### config.mk
export PLATFORM = sky130hd
export DESIGN_NAME = pid_controller_clamped_terms_core
export DESIGN_NICKNAME = d
export VERILOG_FILES = /design/src/rtl/core/pidc_pkg.sv /design/src/rtl/core/pid_controller_clamped_terms_core.sv /design/src/rtl/core/pidc_div.sv
export SDC_FILE = /design/constraint.sdc
export NUM_CORES = 2
export LEC_CHECK = 0
export BUFFER_PORTS_ARGS = -buffer_cell sky130_fd_sc_hd__buf_2
export CAP_MARGIN = 20
export CORE_MARGIN = 1
export CORE_UTILIZATION = 30
export DETAILED_ROUTE_END_ITERATION = 8
export GPL_ROUTABILITY_DRIVEN = 1
export SYNTH_ARGS = -nofsm -noshare
export SYNTH_HDL_FRONTEND = slang
export SYNTH_SLANG_ARGS = --single-unit
### constraint.sdc
create_clock -name clk -period 15.2 [get_ports clk]
set_clock_uncertainty 0.1 [all_clocks]
set_input_delay 0 -clock clk [delete_from_list [all_inputs] [get_ports clk]]
set_output_delay 0 -clock clk [all_outputs]
set_load 0.01 [all_outputs]
### src/rtl/core/pidc_pkg.sv
// ----------------------------------------------------------------------------
// pidc_pkg
// Shared widths, defaults, operation codes and register indexes for the
// clamped-term PID controller.
// ----------------------------------------------------------------------------
package pidc_pkg;

  // Fixed field widths
  localparam int GAIN_W     = 16;  // signed Q8.8 gains
  localparam int LIMIT_W    = 23;  // unsigned magnitude limits
  localparam int DRIVE_W    = 24;  // signed control output
  localparam int CFG_ADDR_W = 3;

  // Parameter defaults
  localparam int SAMPLE_WIDTH_DEF   = 16;
  localparam int GAIN_FRAC_BITS_DEF = 8;

  // Limit reset value: full scale
  localparam logic [LIMIT_W-1:0] LIMIT_RST = {LIMIT_W{1'b1}};

  // Operation codes carried on in_tuser
  localparam logic OP_STEP  = 1'b0;
  localparam logic OP_CLEAR = 1'b1;

  // Register indexes
  localparam logic [CFG_ADDR_W-1:0] REG_GAIN_P  = 3'd0;
  localparam logic [CFG_ADDR_W-1:0] REG_GAIN_I  = 3'd1;
  localparam logic [CFG_ADDR_W-1:0] REG_GAIN_D  = 3'd2;
  localparam logic [CFG_ADDR_W-1:0] REG_P_LIMIT = 3'd3;
  localparam logic [CFG_ADDR_W-1:0] REG_I_LIMIT = 3'd4;
  localparam logic [CFG_ADDR_W-1:0] REG_D_LIMIT = 3'd5;
  localparam logic [CFG_ADDR_W-1:0] REG_O_LIMIT = 3'd6;

endpackage

### src/rtl/core/pid_controller_clamped_terms_core.sv
// ----------------------------------------------------------------------------
// pid_controller_clamped_terms_core
// Positional PID step with per-term magnitude clamps and integral anti-windup.
// ----------------------------------------------------------------------------
// Sequence: a compute request runs the serial anti-windup divide (one bit per
//   cycle), the integral clamp, three passes through the single shared
//   multiplier (P, I and D terms) and the output clamp before out_tvalid.
//   With a zero integral gain the divide is skipped; a clear goes straight to the result.
// Flow: one request at a time; in_tready is high only while idle, so a new
//   request is taken only after the last result enters the output register.
// Reset: synchronous active-low; gains 0, limits full scale, history zero.
// ----------------------------------------------------------------------------
module pid_controller_clamped_terms_core
  import pidc_pkg::*;
#(
  parameter int SAMPLE_WIDTH   = SAMPLE_WIDTH_DEF,
  parameter int GAIN_FRAC_BITS = GAIN_FRAC_BITS_DEF,
  localparam int IN_DATA_W     = ((2 * SAMPLE_WIDTH + 7) / 8) * 8
) (
  input  logic                  clk,
  input  logic                  rst_n,
  // input stream
  input  logic                  in_tvalid,
  output logic                  in_tready,
  input  logic [IN_DATA_W-1:0]  in_tdata,   // target, feedback (low to high)
  input  logic                  in_tuser,   // operation
  // result stream
  output logic                  out_tvalid,
  input  logic                  out_tready,
  output logic [DRIVE_W-1:0]    out_tdata,  // drive
  // configuration writes
  input  logic                  cfg_we,
  input  logic [CFG_ADDR_W-1:0] cfg_addr,
  input  logic [LIMIT_W-1:0]    cfg_wdata
);

  localparam int SW      = SAMPLE_WIDTH;
  localparam int ERR_W   = SW + 1;
  localparam int DIFF_W  = SW + 2;
  localparam int BOUND_W = LIMIT_W + GAIN_FRAC_BITS;
  localparam int INTEG_W = BOUND_W + 1;
  localparam int ISUM_W  = ((INTEG_W > ERR_W) ? INTEG_W : ERR_W) + 1;
  localparam int MA_W    = (INTEG_W > DIFF_W) ? INTEG_W : DIFF_W;
  localparam int PROD_W  = MA_W + GAIN_W;
  localparam int TERM_W  = LIMIT_W + 1;
  localparam int TSUM_W  = TERM_W + 2;

  typedef enum logic [3:0] {
    S_IDLE, S_DIV, S_INTEG, S_MUL_P, S_ACC_P, S_MUL_I, S_ACC_I,
    S_MUL_D, S_ACC_D, S_SUM, S_DONE
  } state_t;

  state_t state_r, state_nxt;

  // configuration registers
  logic signed [GAIN_W-1:0] gain_p_r, gain_i_r, gain_d_r;
  logic [LIMIT_W-1:0]       p_lim_r, i_lim_r, d_lim_r, o_lim_r;

  // controller state and working registers
  logic signed [INTEG_W-1:0] integ_r,    integ_nxt;
  logic signed [ERR_W-1:0]   prev_err_r, prev_err_nxt;
  logic signed [ERR_W-1:0]   err_r,      err_nxt;
  logic signed [PROD_W-1:0]  prod_r,     prod_nxt;
  logic signed [TSUM_W-1:0]  sum_r,      sum_nxt;
  logic signed [DRIVE_W-1:0] res_r,      res_nxt;
  logic [DRIVE_W-1:0]        out_data_r, out_data_nxt;
  logic                      out_valid_r, out_valid_nxt;

  logic                      accept;
  logic signed [SW-1:0]      target, feedback;
  logic                      gain_i_zero;
  logic [GAIN_W-1:0]         gain_i_mag;
  logic                      div_start, div_done;
  logic [BOUND_W-1:0]        div_quo;

  assign accept      = in_tvalid && in_tready;
  assign target      = in_tdata[SW-1:0];
  assign feedback    = in_tdata[2*SW-1:SW];
  assign gain_i_zero = (gain_i_r == '0);
  assign gain_i_mag  = gain_i_r[GAIN_W-1] ? GAIN_W'(-gain_i_r) : gain_i_r;
  assign div_start   = accept && (in_tuser == OP_STEP) && !gain_i_zero;

  // anti-windup bound = (i_limit << frac) / |gain_i|
  pidc_div #(
    .NUM_W (BOUND_W)
  ) u_div (
    .clk      (clk),
    .rst_n    (rst_n),
    .start    (div_start),
    .numer    (BOUND_W'(i_lim_r) << GAIN_FRAC_BITS),
    .denom    (gain_i_mag),
    .done     (div_done),
    .quotient (div_quo)
  );

  // integral update with clamp to the bound
  logic signed [ISUM_W-1:0] isum, bound_pos;
  logic signed [INTEG_W-1:0] integ_clamped;

  assign isum      = ISUM_W'(integ_r) + ISUM_W'(err_r);
  assign bound_pos = ISUM_W'($signed({1'b0, div_quo}));

  always_comb begin
    if (isum > bound_pos)       integ_clamped = INTEG_W'(bound_pos);
    else if (isum < -bound_pos) integ_clamped = INTEG_W'(-bound_pos);
    else                        integ_clamped = INTEG_W'(isum);
  end

  // shared multiplier operand select
  logic signed [DIFF_W-1:0] err_diff;
  logic signed [MA_W-1:0]   mul_a;
  logic signed [GAIN_W-1:0] mul_b;
  logic signed [PROD_W-1:0] mul_p;

  assign err_diff = DIFF_W'(err_r) - DIFF_W'(prev_err_r);

  always_comb begin
    unique case (state_r)
      S_MUL_I: begin
        mul_a = MA_W'(integ_r);
        mul_b = gain_i_r;
      end
      S_MUL_D: begin
        mul_a = MA_W'(err_diff);
        mul_b = gain_d_r;
      end
      default: begin
        mul_a = MA_W'(err_r);
        mul_b = gain_p_r;
      end
    endcase
  end

  assign mul_p = PROD_W'(mul_a) * PROD_W'(mul_b);

  // scale the product back and clamp it to the term limit
  logic [LIMIT_W-1:0]        term_lim;
  logic signed [PROD_W-1:0]  scaled, lim_ext;
  logic signed [TERM_W-1:0]  term;

  always_comb begin
    unique case (state_r)
      S_ACC_I: term_lim = i_lim_r;
      S_ACC_D: term_lim = d_lim_r;
      default: term_lim = p_lim_r;
    endcase
  end

  assign scaled  = prod_r >>> GAIN_FRAC_BITS;
  assign lim_ext = PROD_W'($signed({1'b0, term_lim}));

  always_comb begin
    if (scaled > lim_ext)       term = TERM_W'(lim_ext);
    else if (scaled < -lim_ext) term = TERM_W'(-lim_ext);
    else                        term = TERM_W'(scaled);
  end

  // final output clamp
  logic signed [TSUM_W-1:0] olim_ext;
  logic signed [DRIVE_W-1:0] sum_clamped;

  assign olim_ext = TSUM_W'($signed({1'b0, o_lim_r}));

  always_comb begin
    if (sum_r > olim_ext)       sum_clamped = DRIVE_W'(olim_ext);
    else if (sum_r < -olim_ext) sum_clamped = DRIVE_W'(-olim_ext);
    else                        sum_clamped = DRIVE_W'(sum_r);
  end

  // sequencer
  always_comb begin
    state_nxt     = state_r;
    integ_nxt     = integ_r;
    prev_err_nxt  = prev_err_r;
    err_nxt       = err_r;
    prod_nxt      = prod_r;
    sum_nxt       = sum_r;
    res_nxt       = res_r;
    out_data_nxt  = out_data_r;
    out_valid_nxt = out_valid_r && !out_tready;

    unique case (state_r)
      S_IDLE: begin
        if (accept) begin
          if (in_tuser == OP_CLEAR) begin
            integ_nxt    = '0;
            prev_err_nxt = '0;
            res_nxt      = '0;
            state_nxt    = S_DONE;
          end else begin
            err_nxt = ERR_W'(target) - ERR_W'(feedback);
            sum_nxt = '0;
            if (gain_i_zero) begin
              integ_nxt = '0;
              state_nxt = S_MUL_P;
            end else begin
              state_nxt = S_DIV;
            end
          end
        end
      end
      S_DIV: begin
        if (div_done) state_nxt = S_INTEG;
      end
      S_INTEG: begin
        integ_nxt = integ_clamped;
        state_nxt = S_MUL_P;
      end
      S_MUL_P: begin
        prod_nxt  = mul_p;
        state_nxt = S_ACC_P;
      end
      S_ACC_P: begin
        sum_nxt   = sum_r + TSUM_W'(term);
        state_nxt = S_MUL_I;
      end
      S_MUL_I: begin
        prod_nxt  = mul_p;
        state_nxt = S_ACC_I;
      end
      S_ACC_I: begin
        sum_nxt   = sum_r + TSUM_W'(term);
        state_nxt = S_MUL_D;
      end
      S_MUL_D: begin
        prod_nxt  = mul_p;
        state_nxt = S_ACC_D;
      end
      S_ACC_D: begin
        sum_nxt   = sum_r + TSUM_W'(term);
        state_nxt = S_SUM;
      end
      S_SUM: begin
        res_nxt      = sum_clamped;
        prev_err_nxt = err_r;
        state_nxt    = S_DONE;
      end
      S_DONE: begin
        // hand the result over once the output register is free
        if (!out_valid_r || out_tready) begin
          out_data_nxt  = res_r;
          out_valid_nxt = 1'b1;
          state_nxt     = S_IDLE;
        end
      end
      default: state_nxt = S_IDLE;
    endcase
  end

  always_ff @(posedge clk) begin
    if (!rst_n) begin
      state_r     <= S_IDLE;
      out_valid_r <= 1'b0;
      integ_r     <= '0;
      prev_err_r  <= '0;
    end else begin
      state_r     <= state_nxt;
      out_valid_r <= out_valid_nxt;
      integ_r     <= integ_nxt;
      prev_err_r  <= prev_err_nxt;
    end
    err_r      <= err_nxt;
    prod_r     <= prod_nxt;
    sum_r      <= sum_nxt;
    res_r      <= res_nxt;
    out_data_r <= out_data_nxt;
  end

  // configuration register file
  always_ff @(posedge clk) begin
    if (!rst_n) begin
      gain_p_r <= '0;
      gain_i_r <= '0;
      gain_d_r <= '0;
      p_lim_r  <= LIMIT_RST;
      i_lim_r  <= LIMIT_RST;
      d_lim_r  <= LIMIT_RST;
      o_lim_r  <= LIMIT_RST;
    end else if (cfg_we) begin
      unique case (cfg_addr)
        REG_GAIN_P:  gain_p_r <= cfg_wdata[GAIN_W-1:0];
        REG_GAIN_I:  gain_i_r <= cfg_wdata[GAIN_W-1:0];
        REG_GAIN_D:  gain_d_r <= cfg_wdata[GAIN_W-1:0];
        REG_P_LIMIT: p_lim_r  <= cfg_wdata;
        REG_I_LIMIT: i_lim_r  <= cfg_wdata;
        REG_D_LIMIT: d_lim_r  <= cfg_wdata;
        REG_O_LIMIT: o_lim_r  <= cfg_wdata;
        default: ;
      endcase
    end
  end

  assign in_tready  = (state_r == S_IDLE);
  assign out_tvalid = out_valid_r;
  assign out_tdata  = out_data_r;

endmodule

### src/rtl/core/pidc_div.sv
// ----------------------------------------------------------------------------
// pidc_div
// Radix-2 restoring unsigned divider: NUM_W-bit numerator by a GAIN_W-bit
// divisor, one quotient bit per cycle, done pulses with quotient valid.
// ----------------------------------------------------------------------------
module pidc_div
  import pidc_pkg::*;
#(
  parameter int NUM_W = LIMIT_W + GAIN_FRAC_BITS_DEF
) (
  input  logic              clk,
  input  logic              rst_n,
  input  logic              start,
  input  logic [NUM_W-1:0]  numer,
  input  logic [GAIN_W-1:0] denom,
  output logic              done,
  output logic [NUM_W-1:0]  quotient
);

  localparam int CNT_W = $clog2(NUM_W + 1);

  logic              busy_r,  busy_nxt;
  logic              done_r,  done_nxt;
  logic [CNT_W-1:0]  cnt_r,   cnt_nxt;
  logic [NUM_W-1:0]  quo_r,   quo_nxt;
  logic [GAIN_W:0]   rem_r,   rem_nxt;
  logic [GAIN_W-1:0] den_r,   den_nxt;

  logic [GAIN_W:0]   shifted;
  logic [GAIN_W:0]   trial;

  // One restoring step: bring down next numerator bit, try subtract
  assign shifted = {rem_r[GAIN_W-1:0], quo_r[NUM_W-1]};
  assign trial   = shifted - {1'b0, den_r};

  always_comb begin
    busy_nxt = busy_r;
    done_nxt = 1'b0;
    cnt_nxt  = cnt_r;
    quo_nxt  = quo_r;
    rem_nxt  = rem_r;
    den_nxt  = den_r;
    if (start) begin
      busy_nxt = 1'b1;
      cnt_nxt  = '0;
      quo_nxt  = numer;
      rem_nxt  = '0;
      den_nxt  = denom;
    end else if (busy_r) begin
      if (trial[GAIN_W]) begin
        rem_nxt = shifted;
        quo_nxt = {quo_r[NUM_W-2:0], 1'b0};
      end else begin
        rem_nxt = trial;
        quo_nxt = {quo_r[NUM_W-2:0], 1'b1};
      end
      cnt_nxt = cnt_r + 1'b1;
      if (cnt_r == CNT_W'(NUM_W - 1)) begin
        busy_nxt = 1'b0;
        done_nxt = 1'b1;
      end
    end
  end

  always_ff @(posedge clk) begin
    if (!rst_n) begin
      busy_r <= 1'b0;
      done_r <= 1'b0;
      cnt_r  <= '0;
    end else begin
      busy_r <= busy_nxt;
      done_r <= done_nxt;
      cnt_r  <= cnt_nxt;
    end
    quo_r <= quo_nxt;
    rem_r <= rem_nxt;
    den_r <= den_nxt;
  end

  assign done     = done_r;
  assign quotient = quo_r;

endmodule

After elaboration in Yosys (flattened, before gate mapping)

Index checks and enable logic that the tools add are counted.

Register bits after elaboration: 403
Logic and storage cells: 138
Input bits: 64
Output and inout port bits: 26

Multiplexer cells: 39
Multipliers: 1
Reduce and logical (&&, ||, !) cells: 32
$add $sub $neg: 10
Magnitude comparators: 6
Equal/unequal tests: 23
Bitwise operators: 3

Operators with widths:

| kind                                                       | number |
|---|---|
| 32-bit two-way mux                                         | 5 |
| 24-bit two-way mux                                         | 6 |
| 32-bit case mux with 2 select lines                        | 2 |
| 31-bit two-way mux                                         | 2 |
| 26-bit two-way mux                                         | 2 |
| 26-bit case mux with 2 select lines                        | 1 |
| 40-bit by 48-bit less-than comparator with 1-bit output    | 1 |
| 32-bit by 16-bit multiplier with 48-bit output             | 1 |
| 23-bit negator with 48-bit output                          | 1 |
| 24-bit case mux with 2 select lines                        | 1 |
| 23-bit case mux with 2 select lines                        | 1 |
| 4-bit case mux with 11 select lines                        | 1 |
| 40-bit by 24-bit greater-than comparator with 1-bit output | 1 |
| 17-bit two-way mux                                         | 2 |
| 17-bit case mux with 2 select lines                        | 1 |
| 32-bit by 17-bit adder with 33-bit output                  | 1 |
| 33-bit by 32-bit greater-than comparator with 1-bit output | 1 |
| 33-bit less-than comparator                                | 1 |
| 31-bit negator with 33-bit output                          | 1 |
| 16-bit case mux with 2 select lines                        | 1 |
| 26-bit by 24-bit adder with 26-bit output                  | 1 |
| 26-bit by 24-bit greater-than comparator with 1-bit output | 1 |
| 26-bit less-than comparator                                | 1 |
| 23-bit negator with 26-bit output                          | 1 |
| other kinds (33)                                           | 77 |

Logic depth before layout (Yosys ltp)

Depth in word-level cells: 8
Mapped depth: 45
Gate-level depth less buffers: 38

Modules after synthesis

From an unflattened synthesis, not the netlist that was laid out.

Cell total of the unflattened synthesis: 5270
Area total of the unflattened synthesis: 45581.2 sq um

By module, submodules not included:

| module                            | cells an instance | area an instance (sq um) | times used | sequential area each (sq um) |
|---|---|---|---|---|
| pid_controller_clamped_terms_core | 4952              | 41921.5                  | 1          | 7817.5 |
| pidc_div                          | 318               | 3659.8                   | 1          | 1871.8 |

Worst setup path before layout

Ideal clock, no wire load.

Path type: register -> register
Start: register err_r[1]
End: register prod_r[44] (data pin)
Arrival time: 8.598 ns
Clock period less this slack: 8.957 ns
Stages on the path, launching flop included: 37
Slack: 6.243 ns
Path buffers: 3
Cells stage by stage: edfxtp_1 -> ha_1 -> nor2b_1 -> o21ai_0 -> a21oi_1 -> o211ai_1 -> nand4_1 -> a41oi_1 -> o21bai_1 -> o21ai_0 -> nand2b_1 -> clkbuf_1 -> clkbuf_1 -> a21o_1 -> clkbuf_1 -> nand2_1 -> fa_1 -> fa_1 -> fa_1 -> inv_1 -> fa_1 -> fa_1 -> inv_1 -> fa_1 -> inv_1 -> ha_1 -> a21o_1 -> a21o_1 -> a21oi_1 -> o21ai_0 -> and2_1 -> nor4_1 -> o21bai_1 -> a221oi_2 -> o31ai_1 -> a21oi_1 -> xnor2_1

Word-level cells in the longest chain between the ends: 3

RTL lines:

| item                                               | RTL line                                 | text |
|---|---|---|
| start: declaration                                 | pid_controller_clamped_terms_core.sv:62  | `logic signed [ERR_W-1:0] err_r, err_nxt;` |
| start signal: assignment                           | pid_controller_clamped_terms_core.sv:262 | `err_r <= err_nxt;` |
| 17-bit by 17-bit subtractor with 18-bit output     | pid_controller_clamped_terms_core.sv:115 | `assign err_diff = DIFF_W'(err_r) - DIFF_W'(prev_err_r);` |
| 32-bit case mux with 2 select lines (*)            | pid_controller_clamped_terms_core.sv:118 | `unique case (state_r)` |
| 32-bit by 16-bit multiplier with 48-bit output (*) | pid_controller_clamped_terms_core.sv:134 | `assign mul_p = PROD_W'(mul_a) * PROD_W'(mul_b);` |
| net mul_p[44]                                      | pid_controller_clamped_terms_core.sv:113 | `logic signed [PROD_W-1:0] mul_p;` |
| end signal: assignment                             | pid_controller_clamped_terms_core.sv:263 | `prod_r <= prod_nxt;` |
| end: declaration                                   | pid_controller_clamped_terms_core.sv:63  | `logic signed [PROD_W-1:0] prod_r, prod_nxt;` |

The timed path passes the listed nets; every way through them passes the cells marked *.
A chain may end at the register's enable or synchronous reset.

Worst setup path in the final report

Start: register state_r[3]
End: register sum_r[24] (data pin)

Word-level cells in the longest chain between the ends: 8
Elaborated cells on any way between the ends: 13
Classes of those cells: add/sub: 2; order compare: 2; eq/ne: 3; mux: 4; reduce/logical: 2

RTL lines:

| item                                                                             | RTL line                                                                                                                     | text |
|---|---|---|
| start: declaration                                                               | pid_controller_clamped_terms_core.sv:53                                                                                      | `state_t state_r, state_nxt;` |
| start signal: assignment                                                         | pid_controller_clamped_terms_core.sv:257                                                                                     | `state_r <= state_nxt;` |
| 4-bit == test / 4-bit by 3-bit == test with 1-bit output (equally long branches) | pid_controller_clamped_terms_core.sv:142, pid_controller_clamped_terms_core.sv:182                                           |  |
| 23-bit case mux with 2 select lines                                              | pid_controller_clamped_terms_core.sv:142                                                                                     | `unique case (state_r)` |
| 23-bit negator with 48-bit output                                                | pid_controller_clamped_terms_core.sv:154                                                                                     | `else if (scaled < -lim_ext) term = TERM_W'(-lim_ext);` |
| 40-bit by 48-bit less-than comparator with 1-bit output                          | pid_controller_clamped_terms_core.sv:154                                                                                     |  |
| 24-bit two-way mux                                                               | pid_controller_clamped_terms_core.sv:154                                                                                     |  |
| 24-bit two-way mux                                                               | pid_controller_clamped_terms_core.sv:153                                                                                     | `if (scaled > lim_ext) term = TERM_W'(lim_ext);` |
| 26-bit by 24-bit adder with 26-bit output                                        | pid_controller_clamped_terms_core.sv:214, pid_controller_clamped_terms_core.sv:222, pid_controller_clamped_terms_core.sv:230 |  |
| 26-bit case mux with 2 select lines (*)                                          | pid_controller_clamped_terms_core.sv:182                                                                                     | `unique case (state_r)` |
| end signal: assignment                                                           | pid_controller_clamped_terms_core.sv:264                                                                                     | `sum_r <= sum_nxt;` |
| end: declaration                                                                 | pid_controller_clamped_terms_core.sv:64                                                                                      | `logic signed [TSUM_W-1:0] sum_r, sum_nxt;` |

Every way passes the cells marked *; elsewhere a longest branch is shown, timed or not.

==> impl_metrics.toml <==
[sta]
fin_tns_setup_ns = 0
final_hold_viol_count = 0
fin_crit_ns = 10.49
grt_setup_unrepaired = "false"
setup_viol = 0
fmax_mhz = 95.4
period_share_pct = 69.0
slew_viol_final = 0
max-slew-margin-rel_pct = 21.0
worst_pin_slew_ns = 1.18

[min_path]
min_path_cells = 6
worstHoldStart = "in_tdata[21]"
hold_path_end = "err_r[6]$_DFFE_PP_"
hp-class = "input port to flop"

[route]
ant_nets = 0
wl_per_cell_um = 19.1
drc = 0
first_iter_violations = 3084
routed_wirelength_um = 139000
via_per_inst = 5.17
routed-via-count = 37495
first_pass_iters = 6

[synth]
avgSynthCellArea_um2 = 8.63
synth_seq_cells = 395
ys_warn_count = 0
ys_seq_area_share_pct = 21.5
post_synth_num_cell_types = 92
synth_area_um2 = 44800
synth_flop_cell = "dfxtp_1"
synthesis.nets = 6147
ys_async_sr_fraction_pct = 0
synth_edf_count = 170
synth_cells = 5189

[finish]
layout.area.seq_um2 = 9610
final_cells = 7247
multi_input_area_um2 = 31800
layout-drive-gt1-share_pct = 5.57
final_cell_mix = "742 x nand2_1, 685 x inv_1, 490 x fa_1, 446 x nor2_1, 404 x ha_1"
fillers = 15269
diodes = 0
post-route-util_pct = 33.8
syn_to_final_growth_pct = 11.7
nets = 6236
final_common_cell = "nand2_1"

[power_and_ir_drop]
p_per_area_nw_per_um2 = 123
power_frac_seq_pct = 26.1
p_int_w = 0.00333
power.leakage_nw = 22.5
peakVddDrop_mv = 0.0869
sw_frac_of_total_pct = 45.9
p_sw_w = 0.00283
pwr-share-clk_pct = 19.1
total_power_w = 0.00615
power_frac_comb_pct = 54.9

[placement]
gp_congestion = 0.954
place_inst = 7068
port_buffers = 89
dp_hpwl_um = 110000

[critical_path]
reg2regPathDepth = 36
cpMaxStageDelayCell = "dfxtp_1"
crit_path_start_kind = "flop"
cp_max_fo = 50
reg2reg_from = "state_r[3]$_SDFFE_PN0P_"
cp_data_required_time_ns = 15.46
cpPeakStageDelay_ns = 0.82
crit_buf_inv = 2
crit_family = "simple AND/OR/NAND/NOR gates"
r2r_slack_ns = 4.71
worstPathArrival_ns = 10.75
r2r-end = "sum_r[24]$_SDFFCE_PP0P_"
worstSetupEndpointType = "flop"
crit_type = "flop to flop"

[clock_network]
cts_sinks = 395
htreeDepth = 2
cts.hold.buffers_added = 88
cts_tree = "yes"
clockBufferDepth = 3
ctsResizeCount = 0
root_buffer = "clkbuf_16"
insertion_delay_ns = 0.62
post_cts_buffers = 0
clk_pin_slew_worst_paths_ns = 0.06
numCtsBuffers = 47

[global_route]
grt_pass1_vias = 37382
gr-total-overflow = 0
antenna_found_initial = 2
grt_max_degree = 94
grt_pass1_wl_um = 219000
grt_use_total_pct = 18.3

[floorplan]
ios = 90
die_h_um = 388
start_util_pct = 30.2
die_x_um = 388
dieArea_um2 = 151000
coreArea_um2 = 148000
rows = 141

[outcome]
outcome = "completed"

[job]
cap_violations = 0
==> tightest hold or removal path, cell delays in order <==
cell and delay, ns:
buf_2 0.07, inv_1 0.03, ha_1 0.19, inv_1 0.07
a21boi_0 0.10, nor2_1 0.13
==> synthesized netlist by cell type (58+ instances only) <==
| master | count | area [um^2] |
|---|---|---|
| mux2i_1 | 79 | 791 |
| inv_1 | 685 | 2570 |
| edfxtp_1 | 170 | 5100 |
| a21o_1 | 83 | 623 |
| nand2_1 | 742 | 2790 |
| fa_1 | 490 | 9810 |
| o21a_1 | 58 | 435 |
| nand3_1 | 126 | 631 |
| nor2_1 | 450 | 1690 |
| clkbuf_1 | 186 | 698 |
| a21oi_1 | 247 | 1240 |
| a21boi_0 | 64 | 480 |
| nor3_1 | 78 | 390 |
| nor2b_1 | 85 | 532 |
| xnor2_1 | 154 | 1350 |
| o21ai_0 | 123 | 616 |
| dfxtp_1 | 225 | 4500 |
| ha_1 | 404 | 5050 |
==> layout make-up <==
class | count | share of cell area [%]
Multi-Input combinational cell | 3885 | 63.6
Sequential cell | 395 | 19.2
Clock buffer | 58 | 2.58
Tap cell | 1930 | 4.83
Clock inverter | 30 | 0.598
Inverter | 694 | 5.21
Timing Repair Buffer | 255 | 3.94
==> logic make-up after synthesis <==
family          after synthesis  synth area share (%)
compound gates              963                  14.4
xor+xnor                    209                  4.09
fa+ha+maj                   894                  33.2
buf+inv                     909                  7.68
flops                       395                  21.5
mux                          81                  1.82
simple gates               1738                  17.4
==> sequential cells by signal (all words and copies together) (netlist names), 4 cells and up <==
register and flops:
d_lim_r 23, err_r 17, gain_d_r 16, gain_i_r 16
gain_p_r 16, i_lim_r 23, integ_r 32, o_lim_r 23
out_tdata 24, p_lim_r 23, prev_err_r 17, prod_r 40
res_r 24, state_r 4, sum_r 26, u_div.cnt_r 5
u_div.den_r 16, u_div.quotient 31, u_div.rem_r 16
==> stage by stage <==
stage | setup WS (ns) | cell area, um^2 | hold WS (ns)
final | 4.71 | 50000 | 0.0169
after global routing | 3.91 | 50000 | 0.0619
after CTS | 4.91 | 50000 | 0.00838
after detailed placement | 4.97 | 47500 | 0.252
after global placement | 5.11 | 47400 | 0.248
after floorplan | 6.24 | 44800 | 0.0240
==> routing by layer <==
| layer | vias to the layer above | track usage [%] | part of all wire, % |
|---|---|---|---|
| met5 | - | 0 | 0.0094 |
| met1 | 18469 | 25.9 | 45 |
| met4 | 2 | 5.78 | 3.2 |
| li1 | 17577 | - | - |
| met3 | 217 | 2.22 | 6.4 |
| met2 | 1230 | 29.1 | 45 |
==> worst max path at each step <==
| stage | start | end | slack [ns] | cells after the start |
|---|---|---|---|---|
| 2_1_floorplan | err_r[1]$_DFFE_PP_ | prod_r[44]$_DFFE_PP_ | 6.24 | 36 |
| 4_1_cts | state_r[3]$_SDFFE_PN0P_ | sum_r[24]$_SDFFCE_PP0P_ | 4.91 | 36 |
| 6_report | state_r[3]$_SDFFE_PN0P_ | sum_r[24]$_SDFFCE_PP0P_ | 4.71 | 36 |
| 3_5_place_dp | state_r[3]$_SDFFE_PN0P_ | sum_r[24]$_SDFFCE_PP0P_ | 4.97 | 36 |
| 5_1_grt | state_r[3]$_SDFFE_PN0P_ | sum_r[24]$_SDFFCE_PP0P_ | 3.91 | 38 |
| 3_3_place_gp | state_r[3]$_SDFFE_PN0P_ | sum_r[24]$_SDFFCE_PP0P_ | 5.11 | 38 |
==> power by group through the flow <==
stage | sequential, W | combinational, W | clock, W
final | 0.00160 | 0.00338 | 0.00117
after global routing | 0.00162 | 0.00378 | 0.00124
after CTS | 0.00160 | 0.00334 | 0.00120
after detailed placement | 0.00162 | 0.00329 | 0
after global placement | 0.00162 | 0.00325 | 0
after floorplan | 0.00147 | 0.00248 | 0
(Power assumes the default switching activity.)
